--- src/rtl/lru_page_frame_manager_macros.svh ---
// assertion macros shared by the page frame manager rtl
// no dependencies, included by the files that carry assertions
`ifndef LRU_PAGE_FRAME_MANAGER_MACROS_SVH
`define LRU_PAGE_FRAME_MANAGER_MACROS_SVH

// same-cycle implication, checked outside reset
`define LPFM_ASSERT_NOW(label, clk, rst_n, ante, cons, msg) \
  label: assert property (@(posedge clk) disable iff (!rst_n) (ante) |-> (cons)) \
    else $error(msg);

// next-cycle implication, checked outside reset
`define LPFM_ASSERT_NEXT(label, clk, rst_n, ante, cons, msg) \
  label: assert property (@(posedge clk) disable iff (!rst_n) (ante) |=> (cons)) \
    else $error(msg);

`endif

--- src/rtl/lpfm_pkg.sv ---
// package for the page frame manager: sizes, action codes and transaction types
// no dependencies, used by every module of the block
package lpfm_pkg;

  localparam int NUM_FRAMES        = 64;
  localparam int NUM_PROCESSES     = 16;
  localparam int PAGES_PER_PROCESS = 64;

  // internal widths follow the table sizes
  localparam int FRAME_W = $clog2(NUM_FRAMES);
  localparam int SLOT_W  = $clog2(NUM_PROCESSES);
  localparam int PAGE_W  = $clog2(PAGES_PER_PROCESS);
  localparam int CNT_W   = $clog2(NUM_FRAMES + 1);

  // fixed field widths of the channels
  localparam int IN_SLOT_W   = 4;
  localparam int IN_PAGE_W   = 6;
  localparam int STAMP_W     = 16;
  localparam int OUT_FRAME_W = 6;
  localparam int ACT_W       = 2;
  localparam int LIMIT_W     = 7;
  localparam int CMP_W       = (CNT_W > LIMIT_W) ? CNT_W : LIMIT_W;

  localparam logic [LIMIT_W-1:0] LIMIT_RESET = LIMIT_W'(4);

  // action codes
  localparam logic [ACT_W-1:0] ACT_HIT    = 2'd0;
  localparam logic [ACT_W-1:0] ACT_FREE   = 2'd1;
  localparam logic [ACT_W-1:0] ACT_GLOBAL = 2'd2;
  localparam logic [ACT_W-1:0] ACT_OWN    = 2'd3;

  typedef struct packed {
    logic [IN_SLOT_W-1:0] process_slot;
    logic [IN_PAGE_W-1:0] page_number;
    logic [STAMP_W-1:0]   timestamp;
  } lpfm_in_t;

  typedef struct packed {
    logic [OUT_FRAME_W-1:0] frame_index;
    logic [ACT_W-1:0]       action;
    logic                   evicted_valid;
    logic [IN_SLOT_W-1:0]   evicted_slot;
    logic [IN_PAGE_W-1:0]   evicted_page;
  } lpfm_out_t;

  // one frame table entry
  typedef struct packed {
    logic [SLOT_W-1:0]  owner;
    logic [PAGE_W-1:0]  page;
    logic [STAMP_W-1:0] stamp;
  } lpfm_entry_t;

  // summary of one pass over the frame table
  typedef struct packed {
    logic               hit_found;
    logic [FRAME_W-1:0] hit_idx;
    logic [CNT_W-1:0]   own_cnt;
    logic               own_found;
    logic [FRAME_W-1:0] own_idx;
    logic [PAGE_W-1:0]  own_page;
    logic               free_found;
    logic [FRAME_W-1:0] free_idx;
    logic               glob_found;
    logic [FRAME_W-1:0] glob_idx;
    logic [SLOT_W-1:0]  glob_owner;
    logic [PAGE_W-1:0]  glob_page;
  } lpfm_scan_res_t;

endpackage

--- src/rtl/lpfm_frame_table.sv ---
// frame table: owner, page and stamp memory plus the per-frame used bits
// depends on lpfm_pkg
module lpfm_frame_table (
  input  logic                          clk,
  input  logic                          rst_n,
  input  logic                          rd_en,
  input  logic [lpfm_pkg::FRAME_W-1:0]  rd_addr,
  output lpfm_pkg::lpfm_entry_t         rd_entry,
  output logic                          rd_used,
  input  logic                          wr_en,
  input  logic [lpfm_pkg::FRAME_W-1:0]  wr_addr,
  input  lpfm_pkg::lpfm_entry_t         wr_entry
);

  lpfm_pkg::lpfm_entry_t               mem [lpfm_pkg::NUM_FRAMES];
  logic [lpfm_pkg::NUM_FRAMES-1:0]     used_r;
  lpfm_pkg::lpfm_entry_t               rd_entry_r;
  logic                                rd_used_r;

  // entry memory, one write and one registered read port
  always_ff @(posedge clk) begin
    if (wr_en) begin
      mem[wr_addr] <= wr_entry;
    end
    if (rd_en) begin
      rd_entry_r <= mem[rd_addr];
      rd_used_r  <= used_r[rd_addr];
    end
  end

  // used bits, all frames free after reset
  always_ff @(posedge clk) begin
    if (!rst_n) begin
      used_r <= '0;
    end else if (wr_en) begin
      used_r[wr_addr] <= 1'b1;
    end
  end

  assign rd_entry = rd_entry_r;
  assign rd_used  = rd_used_r;

endmodule

--- src/rtl/lpfm_scan.sv ---
// scan unit: takes one frame entry a cycle and tracks hit, free and oldest frames
// depends on lpfm_pkg
module lpfm_scan (
  input  logic                          clk,
  input  logic                          rst_n,
  input  logic                          start,
  input  logic                          step_valid,
  input  logic [lpfm_pkg::FRAME_W-1:0]  step_idx,
  input  lpfm_pkg::lpfm_entry_t         entry,
  input  logic                          used,
  input  logic [lpfm_pkg::SLOT_W-1:0]   slot,
  input  logic [lpfm_pkg::PAGE_W-1:0]   page,
  output lpfm_pkg::lpfm_scan_res_t      res
);

  logic                           hit_found_r;
  logic [lpfm_pkg::FRAME_W-1:0]   hit_idx_r;
  logic [lpfm_pkg::CNT_W-1:0]     own_cnt_r;
  logic                           own_found_r;
  logic [lpfm_pkg::FRAME_W-1:0]   own_idx_r;
  logic [lpfm_pkg::PAGE_W-1:0]    own_page_r;
  logic [lpfm_pkg::STAMP_W-1:0]   own_stamp_r;
  logic                           free_found_r;
  logic [lpfm_pkg::FRAME_W-1:0]   free_idx_r;
  logic                           glob_found_r;
  logic [lpfm_pkg::FRAME_W-1:0]   glob_idx_r;
  logic [lpfm_pkg::SLOT_W-1:0]    glob_owner_r;
  logic [lpfm_pkg::PAGE_W-1:0]    glob_page_r;
  logic [lpfm_pkg::STAMP_W-1:0]   glob_stamp_r;

  logic owned;
  logic is_hit;
  logic own_better;
  logic glob_better;

  // compare the current entry against the running bests, strict less keeps lowest index
  always_comb begin
    owned       = used && (entry.owner == slot);
    is_hit      = owned && (entry.page == page);
    own_better  = owned && (!own_found_r || (entry.stamp < own_stamp_r));
    glob_better = used && (!glob_found_r || (entry.stamp < glob_stamp_r));
  end

  // flags and count are control state
  always_ff @(posedge clk) begin
    if (!rst_n || start) begin
      hit_found_r  <= 1'b0;
      own_found_r  <= 1'b0;
      free_found_r <= 1'b0;
      glob_found_r <= 1'b0;
      own_cnt_r    <= '0;
    end else if (step_valid) begin
      if (is_hit) begin
        hit_found_r <= 1'b1;
      end
      if (owned) begin
        own_cnt_r <= own_cnt_r + lpfm_pkg::CNT_W'(1);
      end
      if (own_better) begin
        own_found_r <= 1'b1;
      end
      if (!used) begin
        free_found_r <= 1'b1;
      end
      if (glob_better) begin
        glob_found_r <= 1'b1;
      end
    end
  end

  // tracked indexes and stamps
  always_ff @(posedge clk) begin
    if (step_valid && !start) begin
      if (is_hit) begin
        hit_idx_r <= step_idx;
      end
      if (own_better) begin
        own_idx_r   <= step_idx;
        own_page_r  <= entry.page;
        own_stamp_r <= entry.stamp;
      end
      if (!used && !free_found_r) begin
        free_idx_r <= step_idx;
      end
      if (glob_better) begin
        glob_idx_r   <= step_idx;
        glob_owner_r <= entry.owner;
        glob_page_r  <= entry.page;
        glob_stamp_r <= entry.stamp;
      end
    end
  end

  always_comb begin
    res.hit_found  = hit_found_r;
    res.hit_idx    = hit_idx_r;
    res.own_cnt    = own_cnt_r;
    res.own_found  = own_found_r;
    res.own_idx    = own_idx_r;
    res.own_page   = own_page_r;
    res.free_found = free_found_r;
    res.free_idx   = free_idx_r;
    res.glob_found = glob_found_r;
    res.glob_idx   = glob_idx_r;
    res.glob_owner = glob_owner_r;
    res.glob_page  = glob_page_r;
  end

endmodule

--- src/rtl/lru_page_frame_manager.sv ---
// top level of the page frame manager: sequencer, config register and result register
// depends on lpfm_pkg, lpfm_frame_table, lpfm_scan and the assertion macro header
//
// Usage:
// - in channel (in_valid/in_ready/in_data) takes one page access transaction:
//   process slot, page number and timestamp.
// - out channel (out_valid/out_ready/out_data) returns exactly one result per
//   access: frame index, action, and the evicted slot and page if any.
// - cfg channel (cfg_valid/cfg_ready/cfg_data) writes the working set limit;
//   always ready, to be written only while no access is in flight.
// - each access walks the whole frame table through its single read port, one
//   frame a cycle, then passes a drain state and a decide and update state.
// - the result goes to the output register from the done state; a new access is
//   taken only once the block is back in idle, after that hand-over.
// - the result register lets the next access start while a result still waits;
//   a stalled receiver only holds the block when a second result is finished.
// - reset (synchronous, active low) frees every frame, empties all working
//   sets and sets the limit to 4. No clearing pass is needed.
`include "lru_page_frame_manager_macros.svh"

module lru_page_frame_manager (
  input  logic                             clk,
  input  logic                             rst_n,
  input  logic                             in_valid,
  output logic                             in_ready,
  input  lpfm_pkg::lpfm_in_t               in_data,
  output logic                             out_valid,
  input  logic                             out_ready,
  output lpfm_pkg::lpfm_out_t              out_data,
  input  logic                             cfg_valid,
  output logic                             cfg_ready,
  input  logic [lpfm_pkg::LIMIT_W-1:0]     cfg_data
);

  localparam logic [2:0] ST_IDLE   = 3'd0;
  localparam logic [2:0] ST_SCAN   = 3'd1;
  localparam logic [2:0] ST_DRAIN  = 3'd2;
  localparam logic [2:0] ST_DECIDE = 3'd3;
  localparam logic [2:0] ST_DONE   = 3'd4;

  localparam logic [lpfm_pkg::FRAME_W-1:0] LAST_FRAME =
    lpfm_pkg::FRAME_W'(lpfm_pkg::NUM_FRAMES - 1);

  logic [2:0]                        state_r, state_nxt;
  logic [lpfm_pkg::LIMIT_W-1:0]      limit_r;
  lpfm_pkg::lpfm_entry_t             req_r;
  logic [lpfm_pkg::FRAME_W-1:0]      addr_r;
  logic                              step_valid_r;
  logic [lpfm_pkg::FRAME_W-1:0]      step_idx_r;
  lpfm_pkg::lpfm_out_t               res_r, res_nxt;
  logic                              out_valid_r;
  lpfm_pkg::lpfm_out_t               out_data_r;

  logic                              in_fire;
  logic                              out_free;
  logic                              rd_en;
  lpfm_pkg::lpfm_entry_t             rd_entry;
  logic                              rd_used;
  logic                              wr_en;
  logic [lpfm_pkg::FRAME_W-1:0]      frame_sel;
  lpfm_pkg::lpfm_scan_res_t          scan_res;
  logic                              own_take;

  assign in_ready  = (state_r == ST_IDLE);
  assign in_fire   = in_valid && in_ready;
  assign out_free  = !out_valid_r || out_ready;
  assign cfg_ready = 1'b1;
  assign rd_en     = (state_r == ST_SCAN);
  assign wr_en     = (state_r == ST_DECIDE);

  // working set limit register
  always_ff @(posedge clk) begin
    if (!rst_n) begin
      limit_r <= lpfm_pkg::LIMIT_RESET;
    end else if (cfg_valid && cfg_ready) begin
      limit_r <= cfg_data;
    end
  end

  // sequencer
  always_comb begin
    state_nxt = state_r;
    unique case (state_r)
      ST_IDLE: begin
        if (in_fire) begin
          state_nxt = ST_SCAN;
        end
      end
      ST_SCAN: begin
        if (addr_r == LAST_FRAME) begin
          state_nxt = ST_DRAIN;
        end
      end
      ST_DRAIN:  state_nxt = ST_DECIDE;
      ST_DECIDE: state_nxt = ST_DONE;
      ST_DONE: begin
        if (out_free) begin
          state_nxt = ST_IDLE;
        end
      end
      default:   state_nxt = ST_IDLE;
    endcase
  end

  always_ff @(posedge clk) begin
    if (!rst_n) begin
      state_r      <= ST_IDLE;
      step_valid_r <= 1'b0;
    end else begin
      state_r      <= state_nxt;
      step_valid_r <= rd_en;
    end
  end

  // request capture, slot and page reduced to the table sizes
  always_ff @(posedge clk) begin
    if (in_fire) begin
      req_r.owner <= in_data.process_slot[lpfm_pkg::SLOT_W-1:0];
      req_r.page  <= in_data.page_number[lpfm_pkg::PAGE_W-1:0];
      req_r.stamp <= in_data.timestamp;
    end
  end

  // scan address and the index of the entry arriving from the table
  always_ff @(posedge clk) begin
    if (in_fire) begin
      addr_r <= '0;
    end else if (rd_en) begin
      addr_r <= addr_r + lpfm_pkg::FRAME_W'(1);
    end
    step_idx_r <= addr_r;
  end

  lpfm_frame_table u_table (
    .clk      (clk),
    .rst_n    (rst_n),
    .rd_en    (rd_en),
    .rd_addr  (addr_r),
    .rd_entry (rd_entry),
    .rd_used  (rd_used),
    .wr_en    (wr_en),
    .wr_addr  (frame_sel),
    .wr_entry (req_r)
  );

  lpfm_scan u_scan (
    .clk        (clk),
    .rst_n      (rst_n),
    .start      (in_fire),
    .step_valid (step_valid_r),
    .step_idx   (step_idx_r),
    .entry      (rd_entry),
    .used       (rd_used),
    .slot       (req_r.owner),
    .page       (req_r.page),
    .res        (scan_res)
  );

  // replacement decision from the scan summary
  always_comb begin
    own_take = (lpfm_pkg::CMP_W'(scan_res.own_cnt) >= lpfm_pkg::CMP_W'(limit_r)) &&
               scan_res.own_found;
    frame_sel             = '0;
    res_nxt.action        = lpfm_pkg::ACT_HIT;
    res_nxt.evicted_valid = 1'b0;
    res_nxt.evicted_slot  = '0;
    res_nxt.evicted_page  = '0;
    if (scan_res.hit_found) begin
      frame_sel = scan_res.hit_idx;
    end else if (own_take) begin
      frame_sel             = scan_res.own_idx;
      res_nxt.action        = lpfm_pkg::ACT_OWN;
      res_nxt.evicted_valid = 1'b1;
      res_nxt.evicted_slot  = lpfm_pkg::IN_SLOT_W'(req_r.owner);
      res_nxt.evicted_page  = lpfm_pkg::IN_PAGE_W'(scan_res.own_page);
    end else if (scan_res.free_found) begin
      frame_sel      = scan_res.free_idx;
      res_nxt.action = lpfm_pkg::ACT_FREE;
    end else begin
      res_nxt.action = lpfm_pkg::ACT_GLOBAL;
      if (scan_res.glob_found) begin
        frame_sel             = scan_res.glob_idx;
        res_nxt.evicted_valid = 1'b1;
        res_nxt.evicted_slot  = lpfm_pkg::IN_SLOT_W'(scan_res.glob_owner);
        res_nxt.evicted_page  = lpfm_pkg::IN_PAGE_W'(scan_res.glob_page);
      end
    end
    res_nxt.frame_index = lpfm_pkg::OUT_FRAME_W'(frame_sel);
  end

  always_ff @(posedge clk) begin
    if (wr_en) begin
      res_r <= res_nxt;
    end
  end

  // output register
  always_ff @(posedge clk) begin
    if (!rst_n) begin
      out_valid_r <= 1'b0;
    end else if (state_r == ST_DONE && out_free) begin
      out_valid_r <= 1'b1;
    end else if (out_ready) begin
      out_valid_r <= 1'b0;
    end
  end

  always_ff @(posedge clk) begin
    if (state_r == ST_DONE && out_free) begin
      out_data_r <= res_r;
    end
  end

  assign out_valid = out_valid_r;
  assign out_data  = out_data_r;

  // checks
  `LPFM_ASSERT_NEXT(a_accept_starts_scan, clk, rst_n, in_valid && in_ready, state_r == ST_SCAN && addr_r == '0, "accepted access did not start a scan")
  `LPFM_ASSERT_NOW(a_hit_no_evict, clk, rst_n, out_valid && out_data.action == lpfm_pkg::ACT_HIT, !out_data.evicted_valid, "hit reported an eviction")
  `LPFM_ASSERT_NOW(a_free_no_evict, clk, rst_n, out_valid && out_data.action == lpfm_pkg::ACT_FREE, !out_data.evicted_valid, "free allocation reported an eviction")
  `LPFM_ASSERT_NOW(a_replace_evicts, clk, rst_n, out_valid && (out_data.action == lpfm_pkg::ACT_OWN || out_data.action == lpfm_pkg::ACT_GLOBAL), out_data.evicted_valid, "replacement without eviction")
  `LPFM_ASSERT_NEXT(a_scan_feeds_unit, clk, rst_n, state_r == ST_SCAN, step_valid_r && step_idx_r == $past(addr_r), "scan unit missed a frame")

endmodule

--- config.mk ---
export PLATFORM = sky130hd
export DESIGN_NAME = lru_page_frame_manager
export DESIGN_NICKNAME = d
export VERILOG_FILES = /design/src/rtl/lpfm_pkg.sv /design/src/rtl/lpfm_frame_table.sv /design/src/rtl/lpfm_scan.sv /design/src/rtl/lru_page_frame_manager.sv
export VERILOG_INCLUDE_DIRS = /design/src /design/src/rtl
export SDC_FILE = /design/constraint.sdc
export NUM_CORES = 2
export LEC_CHECK = 0
export BUFFER_PORTS_ARGS = -buffer_cell sky130_fd_sc_hd__buf_2
export CAP_MARGIN = 30
export CORE_MARGIN = 1.5
export CORE_UTILIZATION = 40
export DETAILED_ROUTE_END_ITERATION = 16
export GPL_ROUTABILITY_DRIVEN = 0
export SYNTH_ARGS = -nofsm -noshare
export SYNTH_HDL_FRONTEND = slang
export SYNTH_SLANG_ARGS = --single-unit
--- constraint.sdc ---
create_clock -name clk -period 11.4 [get_ports clk]
set_input_delay 0.57 -clock clk [delete_from_list [all_inputs] [get_ports clk]]
set_output_delay 0.57 -clock clk [all_outputs]
set_load 0.05 [all_outputs]
==> summary.txt <==
Critical path
  • Critical Path Max Stage Delay: 0.62 ns
  • CP startpoint: addr_r[0]$_SDFFE_PP0P_
  • Reg2Reg Launch Point: addr_r[0]$_SDFFE_PP0P_
  • Most used cell, CP: mux4_2
  • CP Capture Point: u_table.rd_entry[10]$_DFFE_PP_
  • Slowest cell on the critical path: mux4_2
  • R2R cell count: 6
  • R2r setup slk: 6.78 ns
  • CP Capture Type: flip-flop
  • Worst EP arrival: 5.18 ns
  • Worst r2r dst: u_table.rd_entry[10]$_DFFE_PP_
  • Max FO, Critical Path: 107
  • Setup CP Type: flip-flop to flip-flop
  • Crit-path cells: buf_16 > buf_12 > buf_12 > mux4_2 > mux4_2 > mux4_2
  • Crit path launch type: flip-flop
  • CP Data Required Time: 11.96 ns

Yosys
  • Yosys top cell by area: edfxtp_1
  • Synth Net Count: 3287
  • Mapped Area: 0.07351 mm^2
  • Synth area leaders: edfxtp_1 75%, mux4_2 17%, dfxtp_1 2.7%, ha_1 0.66%, clkbuf_1 0.49%
  • Ys async rst share: 0%
  • Flops & latches, synth: 1926
  • Synth unique cells: 61
  • Cell count after synthesis: 3210
  • Register area share after synthesis: 77.32%
  • Ys flop type: edfxtp_1
  • Number of enable flip-flop cells after synthesis: 1827
  • Mean Syn Cell Area: 22.90 um^2
  • Yosys top cell area share: 74.63%
  • Syn. warnings: 0

Timing
  • Worst setup margin: 6.780 ns
  • Final Hold Fails: 0
  • Period utilization: 40.53%
  • Count of final setup violators: 0
  • Slew @ Worst Pin: 1.233 ns
  • RSZ-0062 raised after global routing: false
  • Post-route minimum period: 4.620 ns
  • F_max: 216.5 MHz
  • Slew Viols, Final: 0
  • Clk_skew: 0.06520 ns
  • Slew headroom: 17.81%
  • Fin Setup TNS: 0 ns

GRT
  • Initial antenna violation count: 5
  • Largest net degree at the start of global routing: 113
  • Global-route wire length before repair: 256300 um
  • Gr ovfl total: 0
  • Global-route usage over all layers: 19.45%
  • Number of global-route vias before repair: 34541

Layout
  • P&R area growth vs syn: 15.52%
  • Layout cells sized above 1: 30.61%
  • Final Non-Filler Cells: 6104
  • # fillers: 14884
  • Nets: 3544

Clock network
  • Sink Count: 1926
  • TritonCTS buffer count: 192
  • CTS tree: built
  • Root buf cell: clkbuf_16
  • Htree depth: 4
  • Clk_lat worst skew: 0.83 ns
  • Postcts setup bufs: 0
  • Clock transition at path regs: 0.06 ns
  • Clock Tree Buf Depth: 3

Routing
  • Number of remaining DRC errors: 0
  • Vias per inst: 5.567
  • Final wirelength: 180000 um
  • 1st-pass router iterations: 8
  • Drt wl/cell: 29.49 um
  • Iter 0 DRT Violations: 3631
  • Vias after detailed routing: 33982
  • Post-DRT Antenna Nets: 0

Floorplan
  • IO Pins: 60
  • Core region area: 0.1829 mm^2
  • Chip height: 431.7 um
  • FP Rows: 157
  • Initial Utilization: 40.20%
  • Die width: 431.7 um
  • Total die area: 0.1864 mm^2

Min path
  • Worst Hold Class: input port to flip-flop

Power and ir drop
  • Power per cell area: 202.3 mW/mm^2
  • Overall Power: 17.18 mW
  • Total leakage power: 25.84 nW
  • Worst vdd ir: 191.9 uV

Job
  • Number of max-cap violations: 0

Placement
  • Post-detail-place hpwl: 102500 um
  • Count of input and output buffers: 58
  • # placed instances: 5700
  • Dpl ws: 6.516 ns

Outcome
  • Status: finished, final reports clean
sequential cells by signal, summed over array words and instances, names as in the netlist, 16 cells and up:
name and count:
out_data 19, res_r 19, u_scan.own_stamp_r 16, u_table.mem 1664, u_table.rd_entry 26, u_scan.glob_stamp_r 16, u_table.used_r 64, req_r 26
cell type report:
cell class	instances	area, um^2	area share (%)
diodes	7	17.52	0.02063
clock buffers	261	5240	6.170
clock inverters	99	1025	1.207
inverters	48	180.2	0.2122
multi-input cells	1075	16310	19.21
flip-flops and latches	1926	56860	66.96
well taps	2464	3083	3.630
repair buffers	224	2202	2.593
cells in the mapped netlist (3+ instances only):
cell type and number:
edfxtp_1 1827, mux4_2 567, dfxtp_1 99, clkbuf_1 95, nand2_1 94, nor2_1 89, o21ai_0 56, inv_1 44
ha_1 39, buf_2 35, a21oi_1 29, buf_1 28, nand3_1 18, nor3_1 18, nand4_1 15, mux2i_1 13
xor2_1 12, nor2b_1 11, o21a_1 11, o31ai_1 9, xnor2_1 8, a32o_1 6, and2_1 6, nand2b_1 6
nor3b_1 5, a22o_1 4, nand3b_1 4, nor4_1 4, o211ai_1 4, or2_2 4, or3_1 4, a22oi_1 3
o41ai_1 3
kinds of logic after synthesis:
| kind of cell | Yosys count | synth area share (%) |
|---|---|---|
| xor gates and xnor gates | 20 | 0.2383 |
| adders and majority gates | 39 | 0.6638 |
| AOI/OAI and AO/OA | 147 | 1.268 |
| and+or+nand+nor | 288 | 1.806 |
| other | 1 | 0.005101 |
| DFF | 1926 | 77.32 |
| muxes | 580 | 17.55 |
| buffers and inverters | 209 | 1.147 |
cells in the final DEF (no fill, tap or decap), drive strengths merged, types with 3 or more instances in the layout:
cell type,n
nand3,19
nor2b,11
nand3b,4
bufinv,15
o41ai,3
or2,5
a22oi,3
a21oi,31
a22o,4
clkbuf,261
nor4,4
edfxtp,1827
a32o,6
dfxtp,99
nor2,89
buf,191
mux2i,13
a21o,3
o21a,11
ha,39
inv,50
or3,4
clkinv,79
xor2,12
nor3,19
o31ai,9
xnor2,8
and2,6
o211ai,4
clkinvlp,3
nor3b,5
nand2,94
dlygate4sd3,33
mux4,567
nand4,15
diode,7
nand2b,6
o21ai,58
critical path, delay by kind of cell (launching register included):
family,cells,cell delay (ns)
mux,3,1.72
buf+inv,3,1.42
flops,1,0.56
through the flow:
| stage | util (%) | hold slack, ns | area (um^2) |
|---|---|---|---|
| finish | 46.43 | 0.07413 | 84920 |
| floorplan | - | 0.3290 | 73510 |
| detailed placement | 42.76 | 0.4045 | 78210 |
| CTS | 46.37 | 0.003188 | 84800 |
| global placement | 42.40 | 0.4064 | 77540 |
| global route | 46.43 | 0.03363 | 84900 |
metal layers:
metal / GRT usage [%] / up-vias / routed length, um
met4: 5.466 / 0 / 4114
met1: 26.92 / 18314 / 73230
met5: 0 / - / 0
met3: 4.478 / 220 / 15140
li1: - / 14122 / -
met2: 31.01 / 1326 / 87500
power breakdown:
| group | switching, mW | internal, mW |
|---|---|---|
| registers | 0.110 | 7.90 |
| logic | 1.50 | 1.42 |
| clock network | 2.68 | 3.58 |
worst min path at each step:
stage                       startpoint                     end  slack, ns  cells past startpoint
6_report                   in_data[24]     req_r[24]$_DFFE_PP_       0.07                      1
5_1_grt                    in_data[24]     req_r[24]$_DFFE_PP_       0.03                      1
4_1_cts                    in_data[24]     req_r[24]$_DFFE_PP_      0.003                      1
3_5_place_dp   res_r[12]$_SDFFCE_PP0P_  out_data[12]$_DFFE_PP_       0.40                      0
3_3_place_gp   res_r[10]$_SDFFCE_PP0P_  out_data[10]$_DFFE_PP_       0.41                      0
2_1_floorplan   addr_r[2]$_SDFFE_PP0P_   step_idx_r[2]$_DFF_P_       0.33                      0
what timing repair did:
| item | 4_1_cts | 5_1_grt |
|---|---|---|
| resized for setup | 0 | 0 |
| hold endpoints to repair | 33 | 0 |
| hold buffers | 33 | 0 |
Power figures use the tool's default switching activity.
